==> config.mk <==
export PLATFORM = sky130hd
export DESIGN_NAME = fkht_ram
export DESIGN_NICKNAME = d
export VERILOG_FILES = /design/src/fkht_ram.sv
export SDC_FILE = /design/constraint.sdc
export NUM_CORES = 1
export LEC_CHECK = 0
export BUFFER_PORTS_ARGS = -buffer_cell sky130_fd_sc_hd__buf_4
export CAP_MARGIN = 20
export CELL_PAD_IN_SITES_DETAIL_PLACEMENT = 0
export CELL_PAD_IN_SITES_GLOBAL_PLACEMENT = 2
export CORE_ASPECT_RATIO = 2
export CORE_MARGIN = 4
export CORE_UTILIZATION = 39
export CTS_CLUSTER_SIZE = 25
export DETAILED_ROUTE_END_ITERATION = 8
export GPL_ROUTABILITY_DRIVEN = 0
export PLACE_DENSITY_LB_ADDON = 0.3
export SYNTH_ARGS = -nofsm -noshare
export SYNTH_HDL_FRONTEND = slang
export SYNTH_SLANG_ARGS = --single-unit
==> constraint.sdc <==
create_clock -name clk -period 4.35 [get_ports clk]
set_clock_uncertainty 0.1 [all_clocks]
set_input_delay 0.435 -clock clk [delete_from_list [all_inputs] [get_ports clk]]
set_output_delay 0.435 -clock clk [all_outputs]
set_load 0.1 [all_outputs]
==> src/fkht_ram.sv <==
// ============================================================================
// Generic simple dual-port RAM
// One write port and one read port with registered read data.
// ============================================================================
`timescale 1ns / 1ps
`default_nettype none

module fkht_ram #(
    parameter int WIDTH = 8,
    parameter int DEPTH = 16,
    localparam int AW   = $clog2(DEPTH)
) (
    input  wire logic             clk,
    input  wire logic             wr_en,
    input  wire logic [AW-1:0]    wr_addr,
    input  wire logic [WIDTH-1:0] wr_data,
    input  wire logic [AW-1:0]    rd_addr,
    output logic      [WIDTH-1:0] rd_data
);

    logic [WIDTH-1:0] mem [DEPTH];

    // Write port and registered read port.
    always_ff @(posedge clk)
    begin
        if (wr_en)
        begin
            mem[wr_addr] <= wr_data;
        end
        rd_data <= mem[rd_addr];
    end

endmodule

`default_nettype wire

Yosys cells after proc, flatten, opt, wreduce, memory -nomap -nowiden
Memory sizes are Yosys's and may differ from the RTL's. A register that Yosys moved wholly into a read port is not among the register bits.
Index checks and enable logic that the tools add are counted.
Widths: inputs -> output; s select.

word-level totals
  memories kept = 1
  word-level logic and storage cells = 3
  latch bits = 0
  RAM bits = 128
  input bits = 18
  output and inout bits = 8
  bits in registers = 0
  bits in read-only memories = 0

operators by class
  reduce and logical (&&, ||, !) cells = 0
  mux-type cells = 2
  magnitude comparators = 0
  add/sub/neg operators = 0
  equality and inequality tests = 0
  shift operators = 0
  div/mod/pow operators = 0
  bitwise gates (word level) = 0
  multiply operators = 0

memory list
  name  words  width  rd ports  clocked after memory_dff  wr ports  RTL line  source
  mem   16     8      1         1                         1         21        logic [WIDTH-1:0] mem [DEPTH];

operators by type and width
  cell    count
  $mux 1  2

Logic depth before layout (Yosys ltp)
  depth in word-level cells = 2
  depth in mapped cells = 5
  mapped depth without buffers = 3

Least setup slack after synthesis
Ideal clock, no wire load.

  path type = input-to-reg
  from = in wr_addr[2]
  to = mem mem[0][0], enable pin
  path slack = 2.322 ns
  stages = 2
  arrival time = 1.545 ns
  path buffers = 0
  required time = 3.867 ns
  setup time = 0.383 ns
  cell sequence = or3b_2 -> nor3_1

RTL lines
  element      RTL line  source
  from (decl)  15        input wire logic [AW-1:0] wr_addr,
  to (decl)    21

No word-level cell before the write port.

Worst setup path in the final report
  from = in wr_addr[2]
  to = mem mem[1][2], enable pin

No word-level cell before the write port.

==> results.txt <==
status: finished, final reports clean
io pins: 26
synth cell count leaders: edfxtp_1 (128), mux4_2 (18), a22oi_1 (16), mux4_1 (14), nor2_1 (13)
RSZ-0062 raised after global routing: no
largest area contributor in the netlist: edfxtp_1
Worst-path clk slew: 0.06 ns
post-synthesis cell area: 5150 um2
critical path capture point type: register
top-count cell post-synth: edfxtp_1
total grt overflow: 0
Slew headroom: 34.2%
Final Net Count: 283
Post-synth EDFFs: 128
Yosys cell types: 19
area delta synth->final: 17.0%
DRC violations left: 0
core area: 13000 um2
minimum clock period after layout: 1.84 ns
via count: 2332
Worst EP required: 4.28 ns
fin util: 46.4%
number of clock sinks: 136
Clock Tree Root: clkbuf_16
Async SR Flop Fraction: 0%
Power Dens Cells: 503 nW/um2
Clock Latency Late Sink: 0.41 ns
Die Span Y: 170 um
Final Cycle Share: 42.4%
Cell Count Post-Placement: 397
port bufs: 25
Yosys top cell area share: 74.7%
clock buffer count from CTS: 17
die width: 89.2 um
drt initial violations: 200
Initial Util: 39.6%
final setup vio count: 0
post-route ant nets: 0
final-report hold violation count: 0
post-cts resize count: 0
postcts setup bufs: 0
Clock Path Buffers: 2
ys flop type: edfxtp_1
Critical Path Source Type: primary input
number of fill cells: 1094
multi-input logic area: 1070 um2
fmax: 0.543 GHz
syn avg cell area: 22.5 um2
setup_tns: 0 ns
Hold-fix buffers, CTS: 0
HP Class: primary input to register
Setup CP Type: primary input to register
cell count after synthesis: 229
post-synthesis sequential area ratio: 77.8%
pin count of the biggest net entering global routing: 33
number of synthesis warnings: 0
wire length per cell: 23.6 um
Critical Path AT: 1.78 ns
Final Non-Filler Cells: 430
Register Area: 4000 um2
Leak Pwr: 0.00201 uW
n_diodes: 0
# Max-Cap Violations: 0
DR pass1 iterations: 4
CTS tree: done
Final Power: 3030 uW
Net Count, Synth: 247
H-tree depth: 4
share of cells above drive strength 1: 27.3%
die area: 15200 um2
VDD IR max: 0.310 mV
Final Slew Violations: 0
first-pass GRT wire length: 15100 um
Area contributors post-synth: edfxtp_1 (75%), mux4_2 (7.9%), mux4_1 (7.1%), dfxtp_1 (3.1%), a22oi_1 (2.3%)
Synth Register Bits: 136
# rows: 59
Routed WL: 10100 um
vias per inst: 5.42
Final HPWL DP: 6590 um
gr usage total: 14.5%
Crit Path Max Fanout: 8
worst-margin pin slew: 0.984 ns
initial antenna violation count: 0
number of global-route vias before repair: 2485
-- routing by layer --
| metal | track usage (%) | share of wire (%) | vias up |
|---|---|---|---|
| li1 | - | - | 1045 |
| met2 | 24.8 | 55 | 74 |
| met5 | 0 | 0 | - |
| met3 | 3.54 | 4.6 | 20 |
| met1 | 16.9 | 38 | 1193 |
| met4 | 6.35 | 2.5 | 0 |
-- path summary, 6_finish.rpt --
| check | slack (ns) | endpoint | start | cells past startpoint |
|---|---|---|---|---|
| min reg2reg | 0.56 | rd_data[1]$_DFF_P_ | mem[12][1]$_DFFE_PP_ | 3 |
| max reg2reg | 2.90 | rd_data[2]$_DFF_P_ | mem[5][2]$_DFFE_PP_ | 3 |
| min | 0.24 | mem[3][3]$_DFFE_PP_ | wr_data[3] | 1 |
| max | 2.51 | mem[1][2]$_DFFE_PP_ | wr_addr[2] | 3 |
-- sequential cells by signal, summed over array words and instances (netlist names) --
name	count
mem	128
rd_data	8
-- logic make-up (layout without fill, tap and decap cells) --
group	Yosys count	after routing	synth area share (%)
AND/OR/NAND/NOR	35	35	3.18
multiplexers	32	32	15.0
AO/OA/AOI/OAI	16	16	2.33
buffers and inverters	10	59	1.68
flip-flops	136	136	77.8
-- stage by stage --
step | worst slack (ns) | hold WS [ns] | instance area (um2)
finish | 2.51 | 0.235 | 6020
CTS | 2.31 | 0.224 | 6020
floorplan | 2.32 | 0.434 | 5150
global placement | 1.96 | 0.553 | 5460
detailed placement | 1.86 | 0.552 | 5460
global route | 2.46 | 0.234 | 6020
-- cells in the final DEF (no fill, tap or decap), types with 3 or more instances in the layout --
| master | netlist | final |
|---|---|---|
| mux4_2 | 18 | 18 |
| mux4_1 | 14 | 14 |
| clkbuf_16 | 0 | 17 |
| dfxtp_1 | 8 | 8 |
| clkinv_2 | 0 | 5 |
| clkinv_1 | 0 | 3 |
| nand2_1 | 9 | 9 |
| a22oi_1 | 16 | 16 |
| buf_4 | 1 | 26 |
| nor2_1 | 13 | 13 |
| edfxtp_1 | 128 | 128 |
-- final cells by class --
class	count	area share, %
timing repair buffer	27	3.36
sequential	136	66.5
clock buffer	18	7.12
tap	152	3.16
multi-input combinational	83	17.7
clock inverter	14	2.18
-- power breakdown --
| group | leakage [uW] | internal [uW] | switching [uW] |
|---|---|---|---|
| logic | 0.000503 | 62.0 | 139 |
| registers | 0.00122 | 1470 | 7.97 |
| clock network | 0.000280 | 836 | 522 |
-- worst max-delay path: stages --
cell,delay [ns]
buf_4,0.12
or3b_2,0.50
nor2_1,0.72
Power figures use the tool's default switching activity.
