`src/fkht_pkg.sv`:
```
// ============================================================================
// Flow key hash table package
// Shared sizes, codes, storage layouts and the hash step.
// ============================================================================
`timescale 1ns / 1ps
`default_nettype none

package fkht_pkg;

    // Table and pool sizes.
    localparam int BUCKETS     = 2048;
    localparam int BKT_W       = $clog2(BUCKETS);
    localparam int POOL_NODES  = 1024;
    localparam int NODE_W      = $clog2(POOL_NODES);
    localparam int LINK_W      = NODE_W + 1;
    localparam int RECORD_BITS = 32;

    // The empty marker for links is the pool size itself.
    localparam logic [LINK_W-1:0] NIL = LINK_W'(POOL_NODES);

    // Hash constants.
    localparam logic [31:0] GOLDEN = 32'h9e37_79b9;
    localparam int          ROT    = 5;

    // Commands carried by an input word.
    typedef enum logic [1:0] {
        CMD_FIND   = 2'd0,
        CMD_INSERT = 2'd1,
        CMD_DELETE = 2'd2,
        CMD_CLEAR  = 2'd3
    } fkht_cmd_t;

    // Result status codes.
    localparam logic [1:0] ST_OK        = 2'd0;
    localparam logic [1:0] ST_NOT_FOUND = 2'd1;
    localparam logic [1:0] ST_POOL_FULL = 2'd2;

    // Sequencer states.
    typedef enum logic [4:0] {
        S_SWEEP,
        S_IDLE,
        S_HASH,
        S_BKT_RD,
        S_BKT_WAIT,
        S_FIND_RD,
        S_FIND_WAIT,
        S_FREE_RD,
        S_FREE_WAIT,
        S_INS_WR,
        S_DEL_RD,
        S_DEL_WAIT,
        S_WALK_RD,
        S_WALK_WAIT,
        S_UNLINK,
        S_RELEASE,
        S_DONE
    } fkht_state_t;

    // Bucket table entry.
    typedef struct packed {
        logic              valid;
        logic [NODE_W-1:0] head;
    } fkht_bkt_t;

    // Node key: addresses, then family flag and ports.
    typedef struct packed {
        logic [63:0] src_low;
        logic [63:0] src_high;
        logic [63:0] dst_low;
        logic [63:0] dst_high;
        logic        v6;
        logic [15:0] dport;
        logic [15:0] sport;
    } fkht_key_t;

    // Node bookkeeping: in use flag, home bucket, chain link and record.
    typedef struct packed {
        logic                   in_use;
        logic [BKT_W-1:0]       bucket;
        logic [LINK_W-1:0]      next;
        logic [RECORD_BITS-1:0] record;
    } fkht_meta_t;

    // One hash step: XOR the word in, rotate left, multiply.
    function automatic logic [31:0] hash_step(input logic [31:0] h, input logic [31:0] w);
        logic [31:0] x;
        logic [31:0] r;
        x = h ^ w;
        r = {x[31-ROT:0], x[31:32-ROT]};
        return r * GOLDEN;
    endfunction

endpackage

`default_nettype wire

```
`src/fkht_hash.sv`:
```
// ============================================================================
// Flow key hash unit
// Applies one XOR, rotate and multiply step per cycle over the key words.
// ============================================================================
`timescale 1ns / 1ps
`default_nettype none

module fkht_hash
    import fkht_pkg::*;
(
    input  wire logic             clk,
    input  wire logic             rst_n,
    input  wire logic             start,
    input  wire logic             is_ipv6,
    input  wire logic [63:0]      src_addr_low,
    input  wire logic [63:0]      src_addr_high,
    input  wire logic [63:0]      dst_addr_low,
    input  wire logic [63:0]      dst_addr_high,
    input  wire logic [15:0]      sport,
    input  wire logic [15:0]      dport,
    output logic                  done,
    output logic [BKT_W-1:0]      bucket
);

    logic [3:0]  cnt_reg;
    logic        run_reg;
    logic        done_reg;
    logic [31:0] h_reg;
    logic [31:0] word;
    logic        last;

    // Pick the word for the current step.
    always_comb
    begin
        word = 32'd0;
        if (is_ipv6)
        begin
            case (cnt_reg)
                4'd0:    word = src_addr_low[31:0];
                4'd1:    word = src_addr_low[63:32];
                4'd2:    word = src_addr_high[31:0];
                4'd3:    word = src_addr_high[63:32];
                4'd4:    word = {16'd0, sport};
                4'd5:    word = dst_addr_low[31:0];
                4'd6:    word = dst_addr_low[63:32];
                4'd7:    word = dst_addr_high[31:0];
                4'd8:    word = dst_addr_high[63:32];
                default: word = {16'd0, dport};
            endcase
        end
        else
        begin
            case (cnt_reg)
                4'd0:    word = src_addr_low[31:0];
                4'd1:    word = {16'd0, sport};
                4'd2:    word = dst_addr_low[31:0];
                default: word = {16'd0, dport};
            endcase
        end
        last = is_ipv6 ? (cnt_reg == 4'd9) : (cnt_reg == 4'd3);
    end

    // Step control.
    always_ff @(posedge clk or negedge rst_n)
    begin
        if (!rst_n)
        begin
            run_reg  <= 1'b0;
            done_reg <= 1'b0;
            cnt_reg  <= 4'd0;
        end
        else
        begin
            done_reg <= run_reg && last;
            if (start)
            begin
                run_reg <= 1'b1;
                cnt_reg <= 4'd0;
            end
            else if (run_reg)
            begin
                cnt_reg <= cnt_reg + 4'd1;
                if (last)
                begin
                    run_reg <= 1'b0;
                end
            end
        end
    end

    // Running hash value, one multiply per cycle.
    always_ff @(posedge clk)
    begin
        if (start)
        begin
            h_reg <= 32'd0;
        end
        else if (run_reg)
        begin
            h_reg <= hash_step(h_reg, word);
        end
    end

    assign done   = done_reg;
    assign bucket = h_reg[BKT_W-1:0];

endmodule

`default_nettype wire

```
`config.mk`:
```
export PLATFORM = sky130hd
export DESIGN_NAME = fkht_hash
export DESIGN_NICKNAME = d
export VERILOG_FILES = /design/src/fkht_pkg.sv /design/src/fkht_hash.sv
export SDC_FILE = /design/constraint.sdc
export NUM_CORES = 1
export LEC_CHECK = 0
export ABC_AREA = 0
export BUFFER_PORTS_ARGS = -buffer_cell sky130_fd_sc_hd__buf_2
export CORE_ASPECT_RATIO = 0.9
export CORE_MARGIN = 4
export CORE_UTILIZATION = 39
export CTS_BUF_LIST = sky130_fd_sc_hd__clkbuf_8
export DETAILED_ROUTE_END_ITERATION = 6
export HOLD_SLACK_MARGIN = 0.06
export PLACE_DENSITY_LB_ADDON = 0.1
export SLEW_MARGIN = 20
export SYNTH_ARGS = -nofsm -noshare
export SYNTH_HDL_FRONTEND = slang
export SYNTH_SLANG_ARGS = --single-unit
```
`constraint.sdc`:
```
create_clock -name clk -period 13.85 [get_ports clk]
set_input_delay 2.77 -clock clk [delete_from_list [all_inputs] [get_ports clk]]
set_output_delay 2.77 -clock clk [all_outputs]
set_load 0.03 [all_outputs]
```
# Word-level counts from Yosys, hierarchy flattened
# Index checks and enable logic that the tools add are counted.
dict set report op_classes {
  addsub 1
  multipliers 1
  div 0
  magnitude_cmp 0
  n_eq_ne 9
  n_shift 0
  muxes 9
  bitwise_logic 1
  n_reduce_logical 3
}
# operator n
set ops {}
lappend ops {{one-hot mux 32 bit (9 select lines)} 1}
lappend ops {{one-hot mux 32 bit (3 select lines)} 1}
lappend ops {{multiplier 32 x 32 -> 32 bit, second input constant} 1}
lappend ops {{2-to-1 mux 32 bit} 1}
lappend ops {{XOR 32 bit} 1}
lappend ops {{equality test 4 x 3 -> 1 bit, second input constant} 4}
lappend ops {{equality test 4 x 2 -> 1 bit, second input constant} 2}
lappend ops {{equality test 4 bit, second input constant} 2}
lappend ops {{2-to-1 mux 4 bit} 2}
lappend ops {{adder 4 x 1 -> 4 bit, second input constant} 1}
lappend ops {{equality test 4 x 1 -> 1 bit, second input constant} 1}
lappend ops {{zero test 4 bit} 1}
lappend ops {{2-to-1 mux 1 bit} 4}
lappend ops {{nonzero test 2 bit} 1}
lappend ops {{logical AND 1 bit} 1}
dict set report word_totals {
  register_bits 38
  latch_bits 0
  ramBits 0
  romBits 0
  inputBits 292
  output_inout_bits 12
  elab_cells 28
  n_memories 0
}

# Longest topological paths before layout
dict set report depth {
  word_depth 5
  depth_mapped 41
  ltp_nobuf 38
}

# Worst setup path before layout
# Ideal clock, no wire load.
dict set report synth_timing {
  kind {input to register}
  startpoint {input port is_ipv6}
  endpoint {register h_reg[31]}
  setup_ps 128
  arrival_time_ps 10579
  t_required_ps 13722
  path_slack_ps 3144
  stages 29
  path_buffers 2
  cell_sequence {buf_1 > nor3_1 > clkbuf_1 > nor2_1 > a31oi_1 > a21oi_1 > xnor2_1 > inv_1 > fa_1 > inv_1 > fa_1 > fa_1 > fa_1 > inv_1 > fa_1 > fa_1 > fa_1 > fa_1 > xnor2_1 > xnor2_1 > xnor2_1 > xnor2_1 > xnor3_1 > xnor3_1 > xnor3_1 > xor3_1 > xnor2_1 > mux2i_1 > nor2_1}
}
dict set report synth_via {
  elab_chain_cells 3
}
# item line
set synth_rtl {}
lappend synth_rtl {{start, declared} fkht_hash.sv:14} ;# input wire logic is_ipv6,
lappend synth_rtl {{2-to-1 mux 32 bit} fkht_hash.sv:36} ;# if (is_ipv6)
lappend synth_rtl {{XOR 32 bit} fkht_pkg.sv:88} ;# x = h ^ w;
lappend synth_rtl {{multiplier 32 x 32 -> 32 bit} fkht_pkg.sv:90} ;# return r * GOLDEN;
lappend synth_rtl {{end signal, assigned} fkht_hash.sv:100} ;# h_reg <= hash_step(h_reg, word);
lappend synth_rtl {{end, declared} fkht_hash.sv:28} ;# logic [31:0] h_reg;
# No other way between the ends.
# A chain may end at the register's enable or synchronous reset.

# Worst setup path in the final report
# Ends and elaborated chain as after synthesis.

==> impl_metrics.csv <==
group,metric,value,unit
run_status,status,"completed",
place,place_area,0.0161,mm^2
floorplanning,io_pins,304,
global_route,antenna_found_initial,4,
routing,final_antenna_net_count,0,
floorplanning,initial_core_util,39.8,%
synth,synth_area_leaders,"fa_1 (31%), ha_1 (18%), inv_1 (10%)",
timing,max_slew.worst_pin.slew,1.05,ns
place,gp_congestion,0.936,
global_route,grt_pass1_vias,12835,
cts,clkSinkCount,38,
setup_path,arrival,11.54,ns
global_route,grt-ovfl-total,0,
cts,root_buffer,"clkbuf_8",
timing,fin_ws,2.50,ns
timing,fin_crit_sh,81.9,%
worst_hold_path,hold_path_startpoint,"h_reg[22]",
routing,drc_errors,0,
synth,synth_top_area_share,31.2,%
cts,hold_buffers,0,
cells_and_area,nFillCells,3619,
worst_hold_path,hold-path-cell-count,2,
setup_path,path_buf_inv,8,
setup_path,max_stage_delay,0.63,ns
setup_path,cp_data_required_time,14.04,ns
setup_path,worst-path-max-fanout,14,
timing,drv_slew,0,
synth,synth_edf_count,0,
synth,netlist_area,0.0140,mm^2
synth,async_reset_ff_share,15.8,%
run,maxCapViolCount,0,
worst_hold_path,hold_end,"h_reg[22]",
global_route,grt_max_degree,43,
cts,cts_buffer_depth,2,
cts,path_clk_slew,0.08,ns
synth,synth_area_per_cell,9.06,um^2
global_route,grt_usage,26.8,%
timing,setup_viol,0,
cells_and_area,nNetsFinal,2531,
synth,netlist_instances,1548,
cts,cts-htree-levels,2,
place,dp_cells,2285,
floorplanning,die_w,208,um
setup_path,start_kind,"input port",
routing,drt-pass1-iter-count,7,
floorplanning,core,0.0353,mm^2
floorplanning,dieHeight,188,um
synth,yosysUniqueCellTypes,76,
setup_path,path_class,"input port to flip-flop",
cells_and_area,largest_register_ffs,32,
setup_path,rr_startpoint,"cnt_reg[0]",
place,portBuffers,303,
synth,synth_top_area_cell,"fa_1",
timing,fin_worst_skew,0.00409,ns
worst_hold_path,min_path_type,"flip-flop to flip-flop",
synth,synthTopCellsByCount,"inv_1 (375), fa_1 (219), ha_1 (197)",
global_route,grt_first_pass_wirelength,80.4,mm
timing,rsz0062_at_grt,"no",
routing,routed_wl,53.0,mm
timing,slew_headroom,30.1,%
place,dp_hpwl,46.6,mm
cells_and_area,syn2layout_area_growth,15.2,%
setup_path,path_depth,31,
cts,clk_latency,0.31,ns
setup_path,crit_path_frequent_cell,"fa_1",
cells_and_area,multiInputGateArea,0.0115,mm^2
timing,min_period,11.35,ns
cells_and_area,stdcell_count,2294,
floorplanning,die_area,0.0391,mm^2
synth,synth_warnings,0,
place,preCtsSetupSlack,2.24,ns
synth,synth-seq-cells,38,
routing,vias_per_cell,5.36,
cts,cts_buffers,5,
setup_path,ff2ff_path_depth,36,
cells_and_area,design_area,0.0162,mm^2
routing,drt_iter0_drc,953,
synth,syn_nets,2256,
setup_path,slowest_stage,"xnor2_1",
synth,synthFlopType,"dfxtp_1",
cts,ctsResizeCount,0,
cells_and_area,seq_area,792,um^2
timing,hold_violations,0,
cts,cts_tree,"done",
synth,synth.most_common_cell,"inv_1",
floorplanning,rows,65,
timing,fmax,0.0881,GHz
cells_and_area,layout-drive-gt1-share,20.3,%
timing,fin_tns_setup,0,ns
routing,wire_per_inst,23.1,um
synth,yosysSeqAreaShare,5.64,%
cts,post_cts_buffers,0,
setup_path,cp_top_family,"adder cells",
setup_path,reg2reg_to,"h_reg[31]",
setup_path,rrSetupSlack,3.55,ns
setup_path,end_kind,"flip-flop",
routing,vias,12301,
## layout make-up
type                    count  area share, %
flip-flops and latches     38           4.90
diodes                      1         0.0155
well taps                 469           3.63
clock buffers               5          0.426
clock inverters             3          0.248
inverters                 376           8.73
repair buffers            335           10.9
multi-input cells        1067           71.2
## layout by cell type (no fill, tap or decap), drive strengths merged, types with 3 or more instances in the layout
master,n
and3,4
ha,197
a21oi,64
dfxtp,32
a32oi,3
a222oi,24
a22oi,68
a21o,14
xnor3,3
nand2b,4
inv,375
a21boi,3
nor2b,3
a221oi,23
a22o,22
mux2i,33
a211oi,11
nor3b,5
clkinv,3
buf,335
xnor2,80
nand3,11
dfrtp,6
o21bai,5
nor2,84
or2,5
nor3,11
xor2,31
o21a,3
and2,4
a31oi,27
fa,219
o21ai,22
clkbuf,5
mux2,6
nand2,39
o22ai,10
## tightest hold or removal path, stage by stage, from the launching register on
cell     delay, ns
dfxtp_1       0.35
mux2i_1       0.07
nor2_1        0.07
## kinds of logic (layout without fill, tap and decap cells)
kind of cell	count (synthesis)	in the layout	share of synthesized area, %
buf+inv	443	719	12.5
xor+xnor	115	115	7.87
fa+ha+maj	418	418	49.0
mux	39	39	2.84
flops	38	38	5.64
other cells	0	1	0
compound gates	316	316	16.4
simple gates	179	179	5.85
## per-layer routing
layer  share of wire (%)  track usage, %  up-vias
met4                0.65            1.52        6
li1                    -               -     5659
met3                 6.4            3.03       30
met1                  48            41.4     6151
met2                  45            42.6      455
met5               0.087               0        -
## metrics by stage
stage | hold WS, ns | utilization [%]
final | 0.525 | 45.8
after global routing | 0.542 | 45.8
after CTS | 0.525 | 45.8
after detailed placement | 0.505 | 45.5
after global placement | 0.493 | 45.5
after floorplan | 0.475 | -
## worst max path at each step
stage	start	endpoint	slack, ns
2_1_floorplan	is_ipv6	h_reg[31]	3.14
3_3_place_gp	is_ipv6	h_reg[31]	2.54
3_5_place_dp	is_ipv6	h_reg[31]	2.24
4_1_cts	is_ipv6	h_reg[31]	2.56
5_1_grt	is_ipv6	h_reg[31]	1.99
6_report	is_ipv6	h_reg[31]	2.50
Power is not shown: default switching activity piles up to over one toggle a cycle in this logic, so the estimate is an artifact.
